[config.mk]
export PLATFORM = sky130hd
export DESIGN_NAME = lru_page_replacement
export DESIGN_NICKNAME = d
export VERILOG_FILES = /design/src/lrupr_pkg.sv /design/src/lrupr_cell.sv /design/src/lru_page_replacement.sv
export SDC_FILE = /design/constraint.sdc
export NUM_CORES = 1
export LEC_CHECK = 0
export BUFFER_PORTS_ARGS = -buffer_cell sky130_fd_sc_hd__buf_2
export CAP_MARGIN = 15
export CORE_UTILIZATION = 55
export CTS_CLUSTER_SIZE = 14
export DETAILED_ROUTE_END_ITERATION = 8
export PLACE_DENSITY = 0.75
export SKIP_LAST_GASP = 1
export SLEW_MARGIN = 30
export SYNTH_ARGS = -nofsm -noshare
export SYNTH_HDL_FRONTEND = slang
export SYNTH_SLANG_ARGS = --single-unit
[constraint.sdc]
create_clock -name clk -period 3.6 [get_ports clk]
set_input_delay 0.18 -clock clk [delete_from_list [all_inputs] [get_ports clk]]
set_output_delay 0.18 -clock clk [all_outputs]
set_load 0.02 [all_outputs]
[src/lrupr_pkg.sv]
// Shared types and defaults for the LRU page replacement block.
package lrupr_pkg;

	localparam int DEF_FRAMES    = 8;
	localparam int DEF_PAGE_BITS = 16;
	localparam logic [3:0] FRAME_COUNT_RESET = 4'd8;

	// Lookup token walking the cell row
	typedef struct packed {
		logic valid;
		logic found;
	} tok_t;

	// Update command broadcast to every cell
	typedef struct packed {
		logic en;
		logic hit;
	} upd_t;

endpackage

[src/lrupr_cell.sv]
// One frame of the LRU row: page tag, recency rank and a lookup token stage.
module lrupr_cell
	import lrupr_pkg::*;
#(
	parameter int FRAMES    = DEF_FRAMES,
	parameter int PAGE_BITS = DEF_PAGE_BITS,
	parameter int IDX       = 0
) (
	input  logic clk,
	input  logic arst_n,
	input  logic [$clog2(FRAMES+1)-1:0] occ,
	input  logic [PAGE_BITS-1:0] page,
	input  tok_t tok_in,
	input  logic [((FRAMES > 1) ? $clog2(FRAMES) : 1)-1:0] hidx_in,
	input  logic [((FRAMES > 1) ? $clog2(FRAMES) : 1)-1:0] hage_in,
	input  logic [((FRAMES > 1) ? $clog2(FRAMES) : 1)-1:0] lidx_in,
	input  logic [PAGE_BITS-1:0] ltag_in,
	output tok_t tok_out,
	output logic [((FRAMES > 1) ? $clog2(FRAMES) : 1)-1:0] hidx_out,
	output logic [((FRAMES > 1) ? $clog2(FRAMES) : 1)-1:0] hage_out,
	output logic [((FRAMES > 1) ? $clog2(FRAMES) : 1)-1:0] lidx_out,
	output logic [PAGE_BITS-1:0] ltag_out,
	input  upd_t upd,
	input  logic [((FRAMES > 1) ? $clog2(FRAMES) : 1)-1:0] upd_idx,
	input  logic [((FRAMES > 1) ? $clog2(FRAMES) : 1)-1:0] upd_limit
);

	localparam int IDX_W = (FRAMES > 1) ? $clog2(FRAMES) : 1;
	localparam int CNT_W = $clog2(FRAMES+1);
	localparam logic [IDX_W-1:0] MY_IDX = IDX_W'(IDX);
	localparam logic [CNT_W-1:0] MY_CNT = CNT_W'(IDX);

	logic [PAGE_BITS-1:0] tag_q;
	logic [IDX_W-1:0]     age_q;
	logic                 filled;
	logic                 match;
	logic                 is_lru;
	logic [CNT_W-1:0]     occ_m1;

	tok_t                 tok_q;
	logic [IDX_W-1:0]     hidx_q;
	logic [IDX_W-1:0]     hage_q;
	logic [IDX_W-1:0]     lidx_q;
	logic [PAGE_BITS-1:0] ltag_q;

	assign filled = MY_CNT < occ;
	assign match  = filled && (tag_q == page);
	assign occ_m1 = occ - CNT_W'(1);
	assign is_lru = filled && (CNT_W'(age_q) == occ_m1);

	// token stage
	always_ff @(posedge clk or negedge arst_n) begin
		if (!arst_n) begin
			tok_q <= '0;
		end else begin
			tok_q.valid <= tok_in.valid;
			tok_q.found <= tok_in.found | match;
		end
	end

	always_ff @(posedge clk) begin
		hidx_q <= match ? MY_IDX : hidx_in;
		hage_q <= match ? age_q : hage_in;
		lidx_q <= is_lru ? MY_IDX : lidx_in;
		ltag_q <= is_lru ? tag_q : ltag_in;
	end

	// recency rank
	always_ff @(posedge clk or negedge arst_n) begin
		if (!arst_n) begin
			age_q <= '0;
		end else if (upd.en) begin
			if (upd_idx == MY_IDX) begin
				age_q <= '0;
			end else if (filled && (!upd.hit || (age_q < upd_limit))) begin
				age_q <= age_q + IDX_W'(1);
			end
		end
	end

	always_ff @(posedge clk) begin
		if (upd.en && !upd.hit && (upd_idx == MY_IDX)) begin
			tag_q <= page;
		end
	end

	assign tok_out  = tok_q;
	assign hidx_out = hidx_q;
	assign hage_out = hage_q;
	assign lidx_out = lidx_q;
	assign ltag_out = ltag_q;

endmodule

[src/lru_page_replacement.sv]
// LRU page replacement unit: top level with request sequencer and frame cell row.
//
// Requests: one page reference per request on in_valid/in_ready with page.
// Results: one per request on out_valid/out_ready with hit, frame,
// evicted_valid, evicted_page and the saturating fault_count.
// frame_count is written through cfg_we/cfg_data, by the user only while the
// unit is idle (not enforced); 0 acts as 1 and values above FRAMES act as FRAMES.
// A lookup token walks the row of FRAMES cells, one cell per cycle, picking up
// the matching frame and the least recently used frame. The row is then
// updated at once, all cells in parallel, and out_valid rises with that update.
// One request is in flight at a time: a new request is not taken until the
// row update for the last one is done.
// The result sits in an output register; in_ready returns as soon as the
// update is done, so the next request may be taken while the result waits.
// If the previous result is still held when the update is due, the update
// waits until out_ready frees the output register.
// Reset empties all frames, clears ranks and the fault count, and sets
// frame_count to 8. No clearing pass is needed.
module lru_page_replacement
	import lrupr_pkg::*;
#(
	parameter int FRAMES    = DEF_FRAMES,
	parameter int PAGE_BITS = DEF_PAGE_BITS
) (
	input  logic                 clk,
	input  logic                 arst_n,
	input  logic                 cfg_we,
	input  logic [3:0]           cfg_data,
	input  logic                 in_valid,
	output logic                 in_ready,
	input  logic [PAGE_BITS-1:0] page,
	output logic                 out_valid,
	input  logic                 out_ready,
	output logic                 hit,
	output logic [2:0]           frame,
	output logic                 evicted_valid,
	output logic [PAGE_BITS-1:0] evicted_page,
	output logic [31:0]          fault_count
);

	localparam int IDX_W = (FRAMES > 1) ? $clog2(FRAMES) : 1;
	localparam int CNT_W = $clog2(FRAMES+1);
	localparam logic [CNT_W-1:0] FRAMES_CNT = CNT_W'(FRAMES);

	localparam logic [1:0] S_IDLE = 2'd0;
	localparam logic [1:0] S_WALK = 2'd1;
	localparam logic [1:0] S_UPD  = 2'd2;

	logic [1:0]           state_q;
	logic [3:0]           fc_q;
	logic [CNT_W-1:0]     occ_q;
	logic [31:0]          faults_q;
	logic [PAGE_BITS-1:0] page_q;
	logic                 start_q;

	logic                 found_q;
	logic [IDX_W-1:0]     hidx_q;
	logic [IDX_W-1:0]     hage_q;
	logic [IDX_W-1:0]     lidx_q;
	logic [PAGE_BITS-1:0] ltag_q;

	logic                 out_valid_q;
	logic                 hit_q;
	logic [2:0]           frame_q;
	logic                 ev_valid_q;
	logic [PAGE_BITS-1:0] ev_page_q;
	logic [31:0]          fault_q;

	tok_t                 tok   [0:FRAMES];
	logic [IDX_W-1:0]     hidx  [0:FRAMES];
	logic [IDX_W-1:0]     hage  [0:FRAMES];
	logic [IDX_W-1:0]     lidx  [0:FRAMES];
	logic [PAGE_BITS-1:0] ltag  [0:FRAMES];

	upd_t                 upd;
	logic [IDX_W-1:0]     upd_idx;
	logic [CNT_W-1:0]     cap;
	logic                 do_fill;
	logic                 fire;
	logic [31:0]          faults_nx;
	logic [IDX_W+2:0]     frame_ext;

	// capacity from frame_count
	always_comb begin
		if (fc_q == 4'd0) begin
			cap = CNT_W'(1);
		end else if (32'(fc_q) > FRAMES) begin
			cap = FRAMES_CNT;
		end else begin
			cap = CNT_W'(fc_q);
		end
	end

	assign in_ready  = (state_q == S_IDLE);
	assign fire      = (state_q == S_UPD) && (!out_valid_q || out_ready);
	assign do_fill   = !found_q && (occ_q < cap);
	assign upd_idx   = found_q ? hidx_q : (do_fill ? occ_q[IDX_W-1:0] : lidx_q);
	assign upd.en    = fire;
	assign upd.hit   = found_q;
	assign faults_nx = (found_q || (&faults_q)) ? faults_q : faults_q + 32'd1;
	assign frame_ext = {3'b000, upd_idx};

	assign tok[0].valid = start_q;
	assign tok[0].found = 1'b0;
	assign hidx[0]      = '0;
	assign hage[0]      = '0;
	assign lidx[0]      = '0;
	assign ltag[0]      = '0;

	for (genvar i = 0; i < FRAMES; i++) begin : g_cell
		lrupr_cell #(
			.FRAMES    (FRAMES),
			.PAGE_BITS (PAGE_BITS),
			.IDX       (i)
		) u_cell (
			.clk       (clk),
			.arst_n    (arst_n),
			.occ       (occ_q),
			.page      (page_q),
			.tok_in    (tok[i]),
			.hidx_in   (hidx[i]),
			.hage_in   (hage[i]),
			.lidx_in   (lidx[i]),
			.ltag_in   (ltag[i]),
			.tok_out   (tok[i+1]),
			.hidx_out  (hidx[i+1]),
			.hage_out  (hage[i+1]),
			.lidx_out  (lidx[i+1]),
			.ltag_out  (ltag[i+1]),
			.upd       (upd),
			.upd_idx   (upd_idx),
			.upd_limit (hage_q)
		);
	end

	always_ff @(posedge clk or negedge arst_n) begin
		if (!arst_n) begin
			fc_q <= FRAME_COUNT_RESET;
		end else if (cfg_we) begin
			fc_q <= cfg_data;
		end
	end

	// request sequencer
	always_ff @(posedge clk or negedge arst_n) begin
		if (!arst_n) begin
			state_q     <= S_IDLE;
			start_q     <= 1'b0;
			occ_q       <= '0;
			faults_q    <= '0;
			out_valid_q <= 1'b0;
		end else begin
			start_q <= (state_q == S_IDLE) && in_valid;
			if (fire) begin
				out_valid_q <= 1'b1;
			end else if (out_ready) begin
				out_valid_q <= 1'b0;
			end
			case (state_q)
				S_IDLE: begin
					if (in_valid) begin
						state_q <= S_WALK;
					end
				end
				S_WALK: begin
					if (tok[FRAMES].valid) begin
						state_q <= S_UPD;
					end
				end
				S_UPD: begin
					if (fire) begin
						if (do_fill) begin
							occ_q <= occ_q + CNT_W'(1);
						end
						faults_q <= faults_nx;
						state_q  <= S_IDLE;
					end
				end
				default: begin
					state_q <= S_IDLE;
				end
			endcase
		end
	end

	always_ff @(posedge clk) begin
		if (in_valid && in_ready) begin
			page_q <= page;
		end
		if ((state_q == S_WALK) && tok[FRAMES].valid) begin
			found_q <= tok[FRAMES].found;
			hidx_q  <= hidx[FRAMES];
			hage_q  <= hage[FRAMES];
			lidx_q  <= lidx[FRAMES];
			ltag_q  <= ltag[FRAMES];
		end
		if (fire) begin
			hit_q      <= found_q;
			frame_q    <= frame_ext[2:0];
			ev_valid_q <= !found_q && !do_fill;
			ev_page_q  <= (!found_q && !do_fill) ? ltag_q : '0;
			fault_q    <= faults_nx;
		end
	end

	assign out_valid     = out_valid_q;
	assign hit           = hit_q;
	assign frame         = frame_q;
	assign evicted_valid = ev_valid_q;
	assign evicted_page  = ev_page_q;
	assign fault_count   = fault_q;

endmodule

==> impl_metrics.yaml <==
outcome:
  outcome: "complete, no violations"
final_layout:
  num-nets-final: 1620
  syn2layout_area_growth_pct: 15.3
  drive_gt1_share_pct: 22.6
  final_common_cell: "edfxtp_1"
  most-common-layout-cells: "edfxtp_1, dfxtp_1, xor2_1, mux2_2, xnor2_1"
  diodes: 0
clock_network:
  clockBufferDepth: 3
  clock-sinks: 493
  htree_num_levels: 2
  cts_tree: "built"
  clk_pin_slew_ns: 0.06
  clockRootBuffer: "clkbuf_16"
  clk_latency_ns: 0.56
  post_cts_buffers: 0
  numCtsBuffers: 50
floorplanning:
  boundaryPins: 80
  coreArea_um2: 34600
  die-width_um: 190
  chipHeight_um: 190
  start_util_pct: 56.1
  die-area_um2: 36100
  fp-row-count: 68
power:
  p_seq_share_pct: 50.3
  clkPwrFrac_pct: 40.5
  leakagePower_uw: 0.00899
  p_int_uw: 9540
  peakVddDrop_mv: 0.410
  powerDensity_nw_per_um2: 554
  p_switching_uw: 2870
  swShare_pct: 23.1
  p_total_uw: 12400
  p_comb_share_pct: 9.2
min_path:
  hold_path.class: "input pin to async pin"
global_route:
  grt_max_degree: 66
  grt_pass1_wl_um: 58400
  grtUsageMet2_pct: 34.8
  global_route.peak_usage_layer: "met2"
  antenna_found_initial: 1
  grtUsageMet3_pct: 3.34
  grt_pass1_vias: 11129
  grt_overflow: 0
  met1_usage_pct: 26.3
  grtUsageTotal_pct: 20.6
setup_path:
  path_buf_inv: 3
  cp-end-kind: "register"
  path_max_fanout: 19
  path_cells: "inv_1 -> nand2_1 -> ha_1 -> nand2b_1 -> o32a_1 -> o21a_1 -> inv_2 -> a221oi_2 -> and2_1 -> nor2b_1 -> buf_4"
  critPathKind: "register to register"
  arrival_ns: 3.55
  slowest_stage: "dfstp_2"
  r2r_slack_ns: 0.28
  slowest_delay_ns: 0.53
  cp.required_ns: 3.83
  crit_family: "compound AO/OA/AOI/OAI gates"
  start_kind: "register"
sta:
  rsz0062_at_grt: "no"
  fin_setup_tns_ns: 0
  hold_viol_final: 0
  hold_ws_ns: 0.177
  finalCritPeriodShare_pct: 92.1
  skew_ns: 0.0272
  slew_headroom_pct: 34.4
  period_minus_slack_ns: 3.32
  tightest_slew_ns: 0.977
  fmax_ghz: 0.302
  drv_slew: 0
  setup_viol: 0
placed_design:
  hpwl_um: 25100
  port_buffers: 79
  gp_congestion: 0.848
drt:
  drt-initial-drc-count: 551
  first_pass_iters: 5
  vias_per_cell: 5.26
  post_drt_wl_per_cell_um: 17.5
  ant_nets: 0
  drc: 0
  routed_wl_um: 36000
  vias: 10843
synthesis:
  avgSynthCellArea_um2: 13.8
  async_flop_share_pct: 17.0
  syn_area_um2: 19400
  ys_seq_elements: 493
  yosys_warnings: 0
  synth_top_family_by_area: "simple AND/OR/NAND/NOR gates"
  synth-xor-area-share_pct: 10.2
  syn_nets: 1464
  yosys.area_share.simple_pct: 10.5
  muxShareOfSynthArea_pct: 7.63
  synth_flop_cell: "edfxtp_1"
  synth_compound_area_share_pct: 3.52
  syn_inst: 1408
  synthAdderAreaFrac_pct: 2.00
  synth_edf_count: 223
  synth_cell_types: 70
  synth.yosys.seq_area_share_pct: 64.5
run:
  maxCapViolations: 0
## power by group through the flow
| stage | Combinational, uW | Clock (uW) | Sequential [uW] |
|---|---|---|---|
| final | 1150 | 5030 | 6250 |
| after global routing | 1250 | 5360 | 6270 |
| after CTS | 1140 | 5110 | 6250 |
| after detailed placement | 1110 | 0 | 6360 |
| after global placement | 1090 | 0 | 6350 |
| after floorplan | 813 | 0 | 6290 |
## stage by stage
stage | instance area (um^2) | worst slack [ns] | util (%) | cells
CTS | 22400 | 0.291 | 64.7 | 2060
global route | 22400 | 0.102 | 64.7 | 2060
finish | 22400 | 0.284 | 64.7 | 2060
global placement | 20500 | 0.446 | 59.2 | 1941
floorplan | 19400 | 0.190 | - | 1408
detailed placement | 20500 | 0.336 | 59.2 | 1941
## repair_timing
item / CTS / global route
hold buffers: 26 / 0
hold endpoints to repair: 87 / 0
gates resized for setup: 0 / 0
## worst register-to-register path: stages (launching register included)
cell,delay (ns)
dfstp_2,0.53
inv_1,0.07
nand2_1,0.07
ha_1,0.24
nand2b_1,0.16
o32a_1,0.19
o21a_1,0.16
inv_2,0.15
a221oi_2,0.53
and2_1,0.41
nor2b_1,0.22
buf_4,0.26
## routing by layer
layer / up-vias / part of all wire, %
li1: 5256 / -
met1: 5234 / 43
met2: 266 / 49
met3: 87 / 4.4
met4: 0 / 3.5
met5: - / 0
## cell type report
type | instances | area (um^2)
Sequential cell | 493 | 12500
Fill cell | 2483 | 12200
Multi-Input combinational cell | 845 | 6590
Clock buffer | 82 | 1510
Timing Repair Buffer | 149 | 992
Tap cell | 455 | 569
Clock inverter | 11 | 113
Inverter | 25 | 93.8
## logic make-up after synthesis
family,count (synthesis)
AOI/OAI and AO/OA,88
adders and majority gates,31
muxes,132
buffers and inverters,70
xor gates and xnor gates,224
and+or+nand+nor,370
DFF,493
## final timing paths
kind,from,to,depth (start not counted)
setup / recovery,fc_q[3],g_cell[7].u_cell.tag_q[9],11
hold / removal,arst_n,g_cell[2].u_cell.age_q[2],2
setup reg to reg,fc_q[3],g_cell[7].u_cell.tag_q[9],11
hold reg to reg,g_cell[4].u_cell.tok_out[1],g_cell[5].u_cell.tok_out[1],0
max in group asynchronous,arst_n,fc_q[3],3
min in group clk,page[2],page_q[2],2
## flip-flops by register name (all words and copies together), names as in the netlist, 17 cells and up
name and cells:
fault_count 32, faults_q 32, g_cell.u_cell.age_q 24, g_cell.u_cell.hage_out 24, g_cell.u_cell.hidx_out 17, g_cell.u_cell.lidx_out 17
g_cell.u_cell.ltag_out 128, g_cell.u_cell.tag_q 128
## synthesized netlist by cell type (all sizes together) (2+ instances only)
cell | instances | area (um^2)
nand2b | 30 | 188
nor2 | 50 | 193
ha | 31 | 388
mux2i | 10 | 100
dfxtp | 186 | 3720
inv | 24 | 90.1
or2 | 14 | 87.6
a221oi | 4 | 76.3
and4 | 6 | 52.6
o311ai | 2 | 17.5
clkbuf | 14 | 52.6
a2111oi | 2 | 17.5
nand3b | 5 | 37.5
and3 | 6 | 37.5
xor2 | 118 | 1040
a21o | 18 | 135
nor2b | 12 | 75.1
a21oi | 17 | 92.6
o31ai | 2 | 15.0
nand3 | 31 | 175
o22ai | 3 | 18.8
buf | 31 | 173
a22oi | 3 | 22.5
and2 | 43 | 269
o21ai | 11 | 58.8
nor3 | 31 | 160
dfrtp | 83 | 2080
nand4 | 21 | 131
edfxtp | 223 | 6700
a21bo | 4 | 40.0
or4 | 3 | 26.3
nand2 | 90 | 338
mux2 | 122 | 1380
nor4 | 26 | 244
xnor2 | 106 | 947
a211oi | 11 | 82.6
Power figures use the tool's default switching activity.
